===== src/rtl/core/shs_pkg.sv =====
package shs_pkg;

   localparam int PortPinsDefault = 16;

   localparam int ActionW  = 3;
   localparam int AmountW  = 32;
   localparam int PeriodW  = 32;
   localparam int TurnW    = 16;
   localparam int PinMapW  = 16;
   localparam int MaskW    = 16;
   localparam int CoilW    = 4;
   localparam int PhaseW   = 3;
   localparam int CsrIndexW = 2;
   localparam int CsrDataW  = 32;

   localparam logic [PeriodW-1:0] StepPeriodReset   = 32'd1;
   localparam logic [TurnW-1:0]   StepsPerTurnReset = 16'd4096;
   localparam logic [PinMapW-1:0] PinMapReset       = 16'h3210;

   typedef enum logic [ActionW-1:0] {
      ACT_TICK         = 3'd0,
      ACT_START        = 3'd1,
      ACT_STOP         = 3'd2,
      ACT_SET_DIR      = 3'd3,
      ACT_REVERSE      = 3'd4,
      ACT_ROTATE_STEPS = 3'd5,
      ACT_ROTATE_TURNS = 3'd6
   } action_type;

   typedef enum logic [CsrIndexW-1:0] {
      CSR_STEP_PERIOD    = 2'd0,
      CSR_STEPS_PER_TURN = 2'd1,
      CSR_PIN_MAP        = 2'd2
   } csr_index_type;

   typedef logic [CoilW-1:0] coil_type;

   localparam coil_type HalfStepSeq [8] = '{
      4'h9, 4'h1, 4'h3, 4'h2, 4'h6, 4'h4, 4'hc, 4'h8
   };

   // Anticlockwise motion reads the sequence from its far end.
   function automatic coil_type half_step_pattern(input logic [PhaseW-1:0] phase,
                                                  input logic anticlockwise);
      logic [PhaseW-1:0] idx;
      idx = anticlockwise ? ~phase : phase;
      return HalfStepSeq[idx];
   endfunction

endpackage


===== src/rtl/core/shs_req_if.sv =====
interface shs_req_if;
   logic                                 valid;
   logic                                 ready;
   logic [shs_pkg::ActionW-1:0]          action;
   logic                                 direction;
   logic signed [shs_pkg::AmountW-1:0]   amount;

   modport source (output valid, action, direction, amount, input ready);
   modport sink   (input valid, action, direction, amount, output ready);
endinterface


===== src/rtl/core/shs_rsp_if.sv =====
interface shs_rsp_if;
   logic                                 valid;
   logic                                 ready;
   logic                                 step_taken;
   logic [shs_pkg::CoilW-1:0]            coil_pattern;
   logic [shs_pkg::MaskW-1:0]            set_mask;
   logic [shs_pkg::MaskW-1:0]            reset_mask;
   logic signed [shs_pkg::AmountW-1:0]   position;
   logic                                 running;
   logic                                 at_target;

   modport source (output valid, step_taken, coil_pattern, set_mask, reset_mask,
                   position, running, at_target, input ready);
   modport sink   (input valid, step_taken, coil_pattern, set_mask, reset_mask,
                   position, running, at_target, output ready);
endinterface


===== src/rtl/core/stepper_half_step_sequencer.sv =====
// Channel    Direction  Contents
// req_chan   in         action, direction, amount (valid/ready)
// rsp_chan   out        step, coil pattern, pin masks, position, status (valid/ready)
// csr_*      in         write enable, register index, write data
//
// An item is registered at the input, the next state and result are formed from it
// combinationally, and the result is registered before it is offered on rsp_chan.
// One item is taken every cycle while the result register drains or is empty.
// A stall on the result side holds both stages; reset is synchronous and restores
// the configuration registers, valid flags and motor state to their reset values.
module stepper_half_step_sequencer #(
   parameter int PORT_PINS = shs_pkg::PortPinsDefault
) (
   input  logic                            clock,
   input  logic                            reset,
   shs_req_if.sink                         req_chan,
   shs_rsp_if.source                       rsp_chan,
   input  logic                            csr_we,
   input  logic [shs_pkg::CsrIndexW-1:0]   csr_index,
   input  logic [shs_pkg::CsrDataW-1:0]    csr_wdata
);
   import shs_pkg::*;

   // Configuration registers.
   logic [PeriodW-1:0] step_period_ff;
   logic [TurnW-1:0]   steps_per_turn_ff;
   logic [PinMapW-1:0] pin_map_ff;

   always_ff @(posedge clock) begin
      if (reset) begin
         step_period_ff    <= StepPeriodReset;
         steps_per_turn_ff <= StepsPerTurnReset;
         pin_map_ff        <= PinMapReset;
      end else if (csr_we) begin
         case (csr_index_type'(csr_index))
            CSR_STEP_PERIOD:    step_period_ff    <= csr_wdata[PeriodW-1:0];
            CSR_STEPS_PER_TURN: steps_per_turn_ff <= csr_wdata[TurnW-1:0];
            CSR_PIN_MAP:        pin_map_ff        <= csr_wdata[PinMapW-1:0];
            default: ;
         endcase
      end
   end

   // Input stage.  The turn offset is multiplied here so that only an add
   // remains in the state update.
   logic                s1_valid_ff;
   logic [ActionW-1:0]  s1_action_ff;
   logic                s1_direction_ff;
   logic                s1_negative_ff;
   logic [AmountW-1:0]  s1_offset_ff;
   logic [AmountW-1:0]  offset_in;
   logic                out_free;
   logic                s1_advance;
   logic                req_take;

   assign out_free   = !rsp_chan.valid || rsp_chan.ready;
   assign s1_advance = s1_valid_ff && out_free;
   assign req_chan.ready = !s1_valid_ff || out_free;
   assign req_take   = req_chan.valid && req_chan.ready;

   always_comb begin
      if (req_chan.action == ACT_ROTATE_TURNS)
         offset_in = AmountW'(AmountW'(req_chan.amount) * {16'd0, steps_per_turn_ff});
      else
         offset_in = AmountW'(req_chan.amount);
   end

   always_ff @(posedge clock) begin
      if (reset) begin
         s1_valid_ff <= 1'b0;
      end else if (req_take) begin
         s1_valid_ff <= 1'b1;
      end else if (s1_advance) begin
         s1_valid_ff <= 1'b0;
      end
   end

   always_ff @(posedge clock) begin
      if (req_take) begin
         s1_action_ff    <= req_chan.action;
         s1_direction_ff <= req_chan.direction;
         s1_negative_ff  <= req_chan.amount[AmountW-1];
         s1_offset_ff    <= offset_in;
      end
   end

   // Motor state.
   logic [PhaseW-1:0]  phase_ff,  phase_in;
   logic [AmountW-1:0] step_ff,   step_in;
   logic [AmountW-1:0] target_ff, target_in;
   logic               anti_ff,   anti_in;
   logic [PeriodW-1:0] tick_ff,   tick_in;
   logic               enabled_ff, enabled_in;

   logic               stepped;
   logic [CoilW-1:0]   pattern;
   logic [MaskW-1:0]   set_m;
   logic [MaskW-1:0]   reset_m;
   logic [PeriodW-1:0] tick_inc;
   logic               new_dir;
   logic [3:0]         pin;

   assign tick_inc = tick_ff + PeriodW'(1);

   always_comb begin
      phase_in   = phase_ff;
      step_in    = step_ff;
      target_in  = target_ff;
      anti_in    = anti_ff;
      tick_in    = tick_ff;
      enabled_in = enabled_ff;
      stepped    = 1'b0;
      pattern    = '0;
      set_m      = '0;
      reset_m    = '0;
      new_dir    = s1_negative_ff;
      pin        = '0;

      case (s1_action_ff)
         ACT_TICK: begin
            if (!enabled_ff || step_ff == target_ff) begin
               tick_in = '0;
            end else if (tick_inc != step_period_ff) begin
               tick_in = tick_inc;
            end else begin
               stepped = 1'b1;
               pattern = half_step_pattern(phase_ff, anti_ff);
               for (int i = 0; i < CoilW; i++) begin
                  pin = pin_map_ff[4*i +: 4];
                  if ({28'd0, pin} < 32'(PORT_PINS)) begin
                     if (pattern[i])
                        set_m[pin] = 1'b1;
                     else
                        reset_m[pin] = 1'b1;
                  end
               end
               phase_in = phase_ff + PhaseW'(1);
               tick_in  = '0;
               step_in  = anti_ff ? step_ff - AmountW'(1) : step_ff + AmountW'(1);
            end
         end
         ACT_START: begin
            if (!enabled_ff) begin
               enabled_in = 1'b1;
               tick_in    = '0;
            end
         end
         ACT_STOP: begin
            if (enabled_ff) begin
               enabled_in = 1'b0;
               tick_in    = '0;
            end
         end
         ACT_SET_DIR: begin
            if (anti_ff != s1_direction_ff) begin
               anti_in  = s1_direction_ff;
               tick_in  = '0;
               phase_in = '0;
            end
         end
         ACT_REVERSE: begin
            anti_in  = !anti_ff;
            tick_in  = '0;
            phase_in = '0;
         end
         ACT_ROTATE_STEPS, ACT_ROTATE_TURNS: begin
            enabled_in = 1'b1;
            if (anti_ff != new_dir) begin
               anti_in  = new_dir;
               tick_in  = '0;
               phase_in = '0;
            end
            target_in = step_ff + s1_offset_ff;
         end
         default: ;
      endcase
   end

   always_ff @(posedge clock) begin
      if (reset) begin
         phase_ff   <= '0;
         step_ff    <= '0;
         target_ff  <= '0;
         anti_ff    <= 1'b0;
         tick_ff    <= '0;
         enabled_ff <= 1'b1;
      end else if (s1_advance) begin
         phase_ff   <= phase_in;
         step_ff    <= step_in;
         target_ff  <= target_in;
         anti_ff    <= anti_in;
         tick_ff    <= tick_in;
         enabled_ff <= enabled_in;
      end
   end

   // Result register.
   logic                 rsp_valid_ff;
   logic                 rsp_step_ff;
   logic [CoilW-1:0]     rsp_pattern_ff;
   logic [MaskW-1:0]     rsp_set_ff;
   logic [MaskW-1:0]     rsp_reset_ff;
   logic [AmountW-1:0]   rsp_position_ff;
   logic                 rsp_running_ff;
   logic                 rsp_at_target_ff;

   always_ff @(posedge clock) begin
      if (reset) begin
         rsp_valid_ff <= 1'b0;
      end else if (s1_advance) begin
         rsp_valid_ff <= 1'b1;
      end else if (rsp_chan.ready) begin
         rsp_valid_ff <= 1'b0;
      end
   end

   always_ff @(posedge clock) begin
      if (s1_advance) begin
         rsp_step_ff      <= stepped;
         rsp_pattern_ff   <= pattern;
         rsp_set_ff       <= set_m;
         rsp_reset_ff     <= reset_m;
         rsp_position_ff  <= step_in;
         rsp_running_ff   <= enabled_in;
         rsp_at_target_ff <= (step_in == target_in);
      end
   end

   assign rsp_chan.valid        = rsp_valid_ff;
   assign rsp_chan.step_taken   = rsp_step_ff;
   assign rsp_chan.coil_pattern = rsp_pattern_ff;
   assign rsp_chan.set_mask     = rsp_set_ff;
   assign rsp_chan.reset_mask   = rsp_reset_ff;
   assign rsp_chan.position     = signed'(rsp_position_ff);
   assign rsp_chan.running      = rsp_running_ff;
   assign rsp_chan.at_target    = rsp_at_target_ff;

endmodule

===== src/flat_wrapper.sv =====
// flat-port wrapper written by rule: the top's interface ports become plain ports
module stepper_half_step_sequencer_flat import shs_pkg::*;
#(
   parameter int PORT_PINS = shs_pkg::PortPinsDefault
)
  (clock, reset, csr_we, csr_index, csr_wdata, req_chan_valid, req_chan_action, req_chan_direction, req_chan_amount, req_chan_ready, rsp_chan_valid, rsp_chan_step_taken, rsp_chan_coil_pattern, rsp_chan_set_mask, rsp_chan_reset_mask, rsp_chan_position, rsp_chan_running, rsp_chan_at_target, rsp_chan_ready);
  shs_req_if req_chan_i ();
  shs_rsp_if rsp_chan_i ();
  input  logic clock;
  input  logic reset;
  input  logic csr_we;
  input  logic [shs_pkg::CsrIndexW-1:0] csr_index;
  input  logic [shs_pkg::CsrDataW-1:0] csr_wdata;
  input wire logic [$bits(req_chan_i.valid)-1:0] req_chan_valid;
  input wire logic [$bits(req_chan_i.action)-1:0] req_chan_action;
  input wire logic [$bits(req_chan_i.direction)-1:0] req_chan_direction;
  input wire logic [$bits(req_chan_i.amount)-1:0] req_chan_amount;
  output wire logic [$bits(req_chan_i.ready)-1:0] req_chan_ready;
  output wire logic [$bits(rsp_chan_i.valid)-1:0] rsp_chan_valid;
  output wire logic [$bits(rsp_chan_i.step_taken)-1:0] rsp_chan_step_taken;
  output wire logic [$bits(rsp_chan_i.coil_pattern)-1:0] rsp_chan_coil_pattern;
  output wire logic [$bits(rsp_chan_i.set_mask)-1:0] rsp_chan_set_mask;
  output wire logic [$bits(rsp_chan_i.reset_mask)-1:0] rsp_chan_reset_mask;
  output wire logic [$bits(rsp_chan_i.position)-1:0] rsp_chan_position;
  output wire logic [$bits(rsp_chan_i.running)-1:0] rsp_chan_running;
  output wire logic [$bits(rsp_chan_i.at_target)-1:0] rsp_chan_at_target;
  input wire logic [$bits(rsp_chan_i.ready)-1:0] rsp_chan_ready;
  assign req_chan_i.valid = req_chan_valid;
  assign req_chan_i.action = req_chan_action;
  assign req_chan_i.direction = req_chan_direction;
  assign req_chan_i.amount = req_chan_amount;
  assign req_chan_ready = req_chan_i.ready;
  assign rsp_chan_valid = rsp_chan_i.valid;
  assign rsp_chan_step_taken = rsp_chan_i.step_taken;
  assign rsp_chan_coil_pattern = rsp_chan_i.coil_pattern;
  assign rsp_chan_set_mask = rsp_chan_i.set_mask;
  assign rsp_chan_reset_mask = rsp_chan_i.reset_mask;
  assign rsp_chan_position = rsp_chan_i.position;
  assign rsp_chan_running = rsp_chan_i.running;
  assign rsp_chan_at_target = rsp_chan_i.at_target;
  assign rsp_chan_i.ready = rsp_chan_ready;
  stepper_half_step_sequencer #(.PORT_PINS(PORT_PINS)) u_core (.clock(clock), .reset(reset), .req_chan(req_chan_i), .rsp_chan(rsp_chan_i), .csr_we(csr_we), .csr_index(csr_index), .csr_wdata(csr_wdata));
endmodule

===== config.mk =====
export PLATFORM = sky130hd
export DESIGN_NAME = stepper_half_step_sequencer_flat
export DESIGN_NICKNAME = d
export VERILOG_FILES = /design/src/rtl/core/shs_pkg.sv /design/src/rtl/core/shs_req_if.sv /design/src/rtl/core/shs_rsp_if.sv /design/src/rtl/core/stepper_half_step_sequencer.sv /design/src/flat_wrapper.sv
export SDC_FILE = /design/constraint.sdc
export NUM_CORES = 2
export LEC_CHECK = 0
export ABC_AREA = 1
export BUFFER_PORTS_ARGS = -buffer_cell sky130_fd_sc_hd__buf_2
export CORE_MARGIN = 4
export CORE_UTILIZATION = 45
export CTS_BUF_LIST = sky130_fd_sc_hd__clkbuf_2 sky130_fd_sc_hd__clkbuf_4 sky130_fd_sc_hd__clkbuf_8
export DETAILED_ROUTE_END_ITERATION = 8
export PLACE_DENSITY = 0.58
export SETUP_SLACK_MARGIN = 0.02
export SYNTH_ARGS = -nofsm -noshare
export SYNTH_HDL_FRONTEND = slang
export SYNTH_SLANG_ARGS = --single-unit

===== constraint.sdc =====
create_clock -name clock -period 12.35 [get_ports clock]
set_input_delay 2.47 -clock clock [delete_from_list [all_inputs] [get_ports clock]]
set_output_delay 2.47 -clock clock [all_outputs]
set_load 0.05 [all_outputs]

Word level (Yosys, flattened, before mapping) --
Memories as Yosys holds them, arrays and structs flattened. Index checks and enable logic that the tools add are counted.
Word-level totals: output and inout port bits 73, memories 1, latch bits 0, register bits 275, RAM bits 0, bits of input ports 75, memory bits (read-only) 32
Operators by class: div/mod/pow operators 0, mux-type cells 64, shift-type cells 0, add/sub/neg operators 5, order comparisons 9, equal/unequal tests 20, multipliers 1, reductions and logical operators 30, bitwise gates (word level) 9
Memories:
- (no name shown) | depth 8, width 4, rd ports 1, clocked after memory_dff 0, write ports 0, line shs_pkg.sv:47 | return HalfStepSeq[idx];
Operators by type and width (number):
- $mux 16 | 26
- $mux 32 | 12
- $pmux 32 s6 | 1
- $or 16x16->16 | 6
- $add 32x1->32 const B | 2
- $eq 32x32->1 | 2
- $add 32x32->32 | 1
- $mul 32x16->32 | 1
- $ne 32x32->1 | 1
- $sub 32x1->32 const B | 1
- $lt 4x5->1 const B | 4
- $demux 1 s4 | 4
- $ge 4x1->1 const B | 4
- $mux 3 | 5
- $eq 3x3->1 const B | 4
- $pmux 3 s4 | 1
- $reduce_and 6->1 | 2
- $mux 1 | 11
- $mux 4 | 2
- $eq 3x2->1 const B | 2
- $logic_and 1x1->1 | 6
- $ne 2x1->1 const B | 3
- $ne 2x2->1 const B | 3
- $reduce_and 2->1 | 3
- 22 further kinds | 31

Longest topological paths before layout --
depth in word-level cells 22, depth in mapped cells 30, mapped depth without buffers 28

Worst setup path before layout --
No wires, ideal clock.
path kind in2reg, start point input port req_chan_amount[12], end point register u_core.s1_offset_ff[28], data pin, buffers on the path 2, arrival 7984 ps, slack 4099 ps, stages 23, path through clkbuf_1 > clkbuf_1 > nand2_1 > fa_1 > fa_1 > fa_1 > inv_1 > fa_1 > fa_1 > inv_1 > fa_1 > inv_1 > ha_1 > nand2_1 > o21ai_0 > a21oi_1 > o21ai_0 > a21boi_0 > o21ai_0 > a21boi_0 > o21ai_0 > xnor2_1 > o21ai_0
Between the ends: cells in the longest elaborated chain, start to end 2
Ends and longest elaborated chain:
- start: declaration | line flat_wrapper.sv:17 | input wire logic [$bits(req_chan_i.amount)-1:0] req_chan_amount;
- $mul 32x16->32 | line stepper_half_step_sequencer.sv:63 | offset_in = AmountW'(AmountW'(req_chan.amount) * {16'd0, steps_per_turn_ff});
- $mux 32 | line stepper_half_step_sequencer.sv:62 | if (req_chan.action == ACT_ROTATE_TURNS)
- named net u_core.offset_in[28] | line stepper_half_step_sequencer.sv:51 | logic [AmountW-1:0] offset_in;
- end signal: assignment | line stepper_half_step_sequencer.sv:83 | s1_offset_ff <= offset_in;
- end: declaration | line stepper_half_step_sequencer.sv:50 | logic [AmountW-1:0] s1_offset_ff;
The timed path passes the listed nets, and every way through them passes these cells. A chain may end at the register's enable or synchronous reset.

Worst setup path in the final report --
start point input port req_chan_amount[10], end point register u_core.s1_offset_ff[28], data pin
The elaborated chain is that of the path after synthesis.

==> key figures <==
Outcome
  • Status: completed

Timing
  • Final Max Tran Viols: 0
  • Period utilization: 65.31%
  • Worst slew pin tran: 1.172 ns
  • Setup Skew: 0.06084 ns
  • Min Tclk post-route: 8.066 ns
  • Final Hold Vio Count: 0
  • Setup TNS: 0 ns
  • Setup WS post-layout: 4.284 ns
  • Setup-failing EPs final: 0
  • Fmax: 124.0 MHz
  • Rel. slew slack: 21.76%
  • Unrepaired setup endpoints after global routing: false

Place
  • Detail Placement HPWL: 67.91 mm
  • Post-Place Cell Area: 31170 µm²
  • Place WS: 3.657 ns
  • GP Congestion: 0.9399
  • # port buffers: 147

Detailed routing
  • Vias: 26746
  • ANT nets after route: 0
  • Pre-Repair DR Iteration Count: 6
  • Initial detailed-routing violation count: 1936
  • # DRC: 0
  • Per-cell routed wire length: 17.23 µm
  • Detailed Route WL: 89.14 mm
  • Via density: 5.171

GRT
  • Total gr overflow: 0
  • Grt peak-use layer: met2
  • Grt met1 use: 35.46%
  • GRT Overall Usage: 25.00%
  • Met3 global-route usage: 4.209%
  • Met2 Use GR: 39.87%
  • Largest net degree at the start of global routing: 91
  • Vias in the first global route: 25809
  • First-pass GRT wire length: 141.6 mm
  • Initial antenna violation count: 9

Clock tree
  • CTS Hold Buffers Added: 0
  • CTS tree: yes
  • Reg clk slew, reported paths: 0.06 ns
  • Worst-Skew Late Latency: 0.64 ns
  • Total CTS buffers: 51
  • Post-cts sizing count: 0
  • CTS Root Cell: clkbuf_8
  • H-tree levels: 2
  • Max clock buf depth: 3
  • Setup Buffers After CTS: 0
  • CTS Sinks: 275

Layout
  • Final Cell Area: 32300 µm²
  • Commonest non-fill, non-tap cell in the layout: nand2_1
  • Final nets: 4766
  • Final core occ: 49.21%
  • Synth-to-Final Area Change: 8.522%
  • Filler cells: 6807
  • Commonest cells after routing, fill and taps aside: nand2_1, inv_1, nor2_1
  • Share of cells above drive strength 1: 6.862%

Power and ir drop
  • Power per cell area: 113.7 nW/µm²
  • VDD IR max: 0.06859 mV
  • Total design power: 3671 µW
  • Static Leakage: 0.01614 µW

Logic synthesis
  • Post-synthesis cell area: 29760 µm²
  • Flops & latches, synth: 275
  • FFs w/ async S/R, synth: 0%
  • Synth unique cells: 52
  • Yosys Warn Count: 0
  • Mapped Nets: 4704
  • Seq/Total Area, Yosys: 22.13%
  • Post-synth top flop: dfxtp_1
  • Synth Instances: 4195
  • Synthesized area per cell: 7.095 µm²
  • EDFF count, synth: 108

Floorplanning
  • Placement row count: 94
  • Die height: 265.2 µm
  • Initial Utilization: 45.35%
  • Core outline area: 65630 µm²
  • Die width: 265.2 µm
  • I/O Pins: 148
  • Die ar.: 70320 µm²

Critical path
  • Startpoint types: input port
  • CP Data Required Time: 12.67 ns
  • Critical Path Source: req_chan_amount[10]
  • Worst r2r path cells: 20
  • CP max FO: 17
  • Crit Path Class: input port to flop
  • Reg2reg setup slack: 5.61 ns
  • Worst setup path endpoint: u_core.s1_offset_ff[28]$_DFFE_PP_
  • Reg-to-reg startpoint: u_core.steps_per_turn_ff[10]$_SDFFE_PP0P_
  • Reg-to-reg critical path endpoint: u_core.s1_offset_ff[28]$_DFFE_PP_
  • Crit path DAT: 8.39 ns
  • CP endpoint kind: flop

Run
  • Max-cap viol count: 0

Hold path
  • Type of the most critical hold path: flop to flop
  • Hold Startpoint: u_core.step_period_ff[13]$_SDFFE_PP0P_
==> through the flow <==
| stage | hold slack, ns | std cells |
|---|---|---|
| 3_5_place_dp | 0.4608 | 5068 |
| 5_1_grt | 0.4937 | 5168 |
| 6_report | 0.4687 | 5172 |
| 3_3_place_gp | 0.4580 | 5068 |
| 4_1_cts | 0.4699 | 5163 |
| 2_1_floorplan | 0.4407 | 4195 |
==> layer usage <==
layer | vias up | routed length [µm]
met5 | - | 13
met4 | 2 | 2288
met1 | 12672 | 40790
met2 | 780 | 39990
li1 | 13146 | -
met3 | 146 | 6046
==> worst max-delay path: stages <==
cell      delay, ns
buf_2          0.39
nand2_1        0.15
fa_1           0.53
fa_1           0.57
fa_1           0.44
fa_1           0.55
inv_1          0.05
fa_1           0.50
fa_1           0.42
ha_1           0.36
a21oi_1        0.22
o21ai_0        0.10
a21oi_1        0.25
o21ai_0        0.19
a21boi_0       0.33
o21ai_0        0.20
a21boi_0       0.30
o21ai_0        0.15
xnor2_1        0.14
o21ai_0        0.08
==> power breakdown <==
part / switching, µW / internal [µW] / total (µW)
sequential: 46.9 / 1000 / 1050
combinational: 1060 / 602 / 1660
clock: 425 / 539 / 964
total: 1530 / 2140 / 3670
==> registers in the layout, summed over array words and instances, names as in the netlist, 3 cells and up <==
| signal | flops |
|---|---|
| u_core.pin_map_ff | 16 |
| u_core.rsp_chan.reset_mask | 16 |
| u_core.s1_action_ff | 3 |
| u_core.step_period_ff | 32 |
| u_core.tick_ff | 32 |
| u_core.target_ff | 32 |
| u_core.s1_offset_ff | 32 |
| u_core.rsp_chan.position | 32 |
| u_core.rsp_chan.set_mask | 16 |
| u_core.steps_per_turn_ff | 16 |
| u_core.phase_ff | 3 |
| u_core.step_ff | 32 |
| u_core.rsp_chan.coil_pattern | 4 |
==> Yosys cell counts, types with 2 or more instances <==
| cell type | instances | area share (%) |
|---|---|---|
| inv_1 | 785 | 9.9 |
| a22o_1 | 3 | 0.088 |
| o21ai_0 | 220 | 3.7 |
| fa_1 | 306 | 21 |
| nor2_2 | 9 | 0.19 |
| dfxtp_1 | 167 | 11 |
| o2111ai_1 | 2 | 0.059 |
| a21oi_1 | 235 | 4.0 |
| o211ai_1 | 12 | 0.30 |
| a41oi_1 | 2 | 0.059 |
| buf_1 | 5 | 0.063 |
| a221oi_1 | 24 | 0.71 |
| o221ai_1 | 2 | 0.059 |
| xor2_1 | 78 | 2.3 |
| clkbuf_1 | 153 | 1.9 |
| a22oi_1 | 7 | 0.18 |
| edfxtp_1 | 108 | 11 |
| nand4_1 | 21 | 0.44 |
| ha_1 | 128 | 5.4 |
| or2_2 | 14 | 0.29 |
| nor3_1 | 25 | 0.42 |
| nor4_1 | 14 | 0.29 |
| nor2_1 | 388 | 4.9 |
| buf_2 | 5 | 0.084 |
| a31oi_1 | 17 | 0.36 |
| nand2_1 | 1119 | 14 |
| xnor2_1 | 60 | 1.8 |
| and3_1 | 2 | 0.042 |
| o221a_2 | 3 | 0.11 |
| a21o_1 | 16 | 0.40 |
| nand3_1 | 180 | 3.0 |
| buf_4 | 2 | 0.050 |
| o21a_1 | 20 | 0.50 |
| clkinv_1 | 4 | 0.050 |
| a21boi_0 | 8 | 0.20 |
| o21bai_1 | 17 | 0.43 |
| a211oi_1 | 2 | 0.050 |
| nor3b_1 | 2 | 0.050 |
| nand3b_1 | 17 | 0.43 |
==> kinds of logic after synthesis <==
logic type / count (synthesis) / synth area share (%)
adder cells (fa/ha/maj): 434 / 25.96
buffers and inverters: 956 / 12.11
flip-flops: 275 / 22.13
AO/OA/AOI/OAI: 596 / 11.33
AND/OR/NAND/NOR: 1795 / 24.33
XOR/XNOR: 139 / 4.141
==> cell type report <==
cell class / count / area, µm² / share of cell area, %
multi-input combinational: 2964 / 19580 / 60.63
sequential: 275 / 6586 / 20.39
inverter: 790 / 2970 / 9.197
tap: 864 / 1081 / 3.347
timing repair buffer: 175 / 945.9 / 2.929
clock buffer: 66 / 852.1 / 2.638
clock inverter: 29 / 257.7 / 0.7980
antenna: 9 / 22.52 / 0.06973
==> how the worst min path moves through the flow <==
stage                                                   to  slack, ns  depth (start not counted)
CTS                 u_core.step_period_ff[13]$_SDFFE_PP0P_       0.47                          2
global placement    u_core.step_period_ff[13]$_SDFFE_PP0P_       0.46                          2
global route        u_core.step_period_ff[13]$_SDFFE_PP0P_       0.49                          2
finish              u_core.step_period_ff[13]$_SDFFE_PP0P_       0.47                          2
detailed placement  u_core.step_period_ff[13]$_SDFFE_PP0P_       0.46                          2
floorplan            u_core.step_period_ff[3]$_SDFFE_PP0P_       0.44                          2
Note: power is estimated with default switching activity, not from simulation.
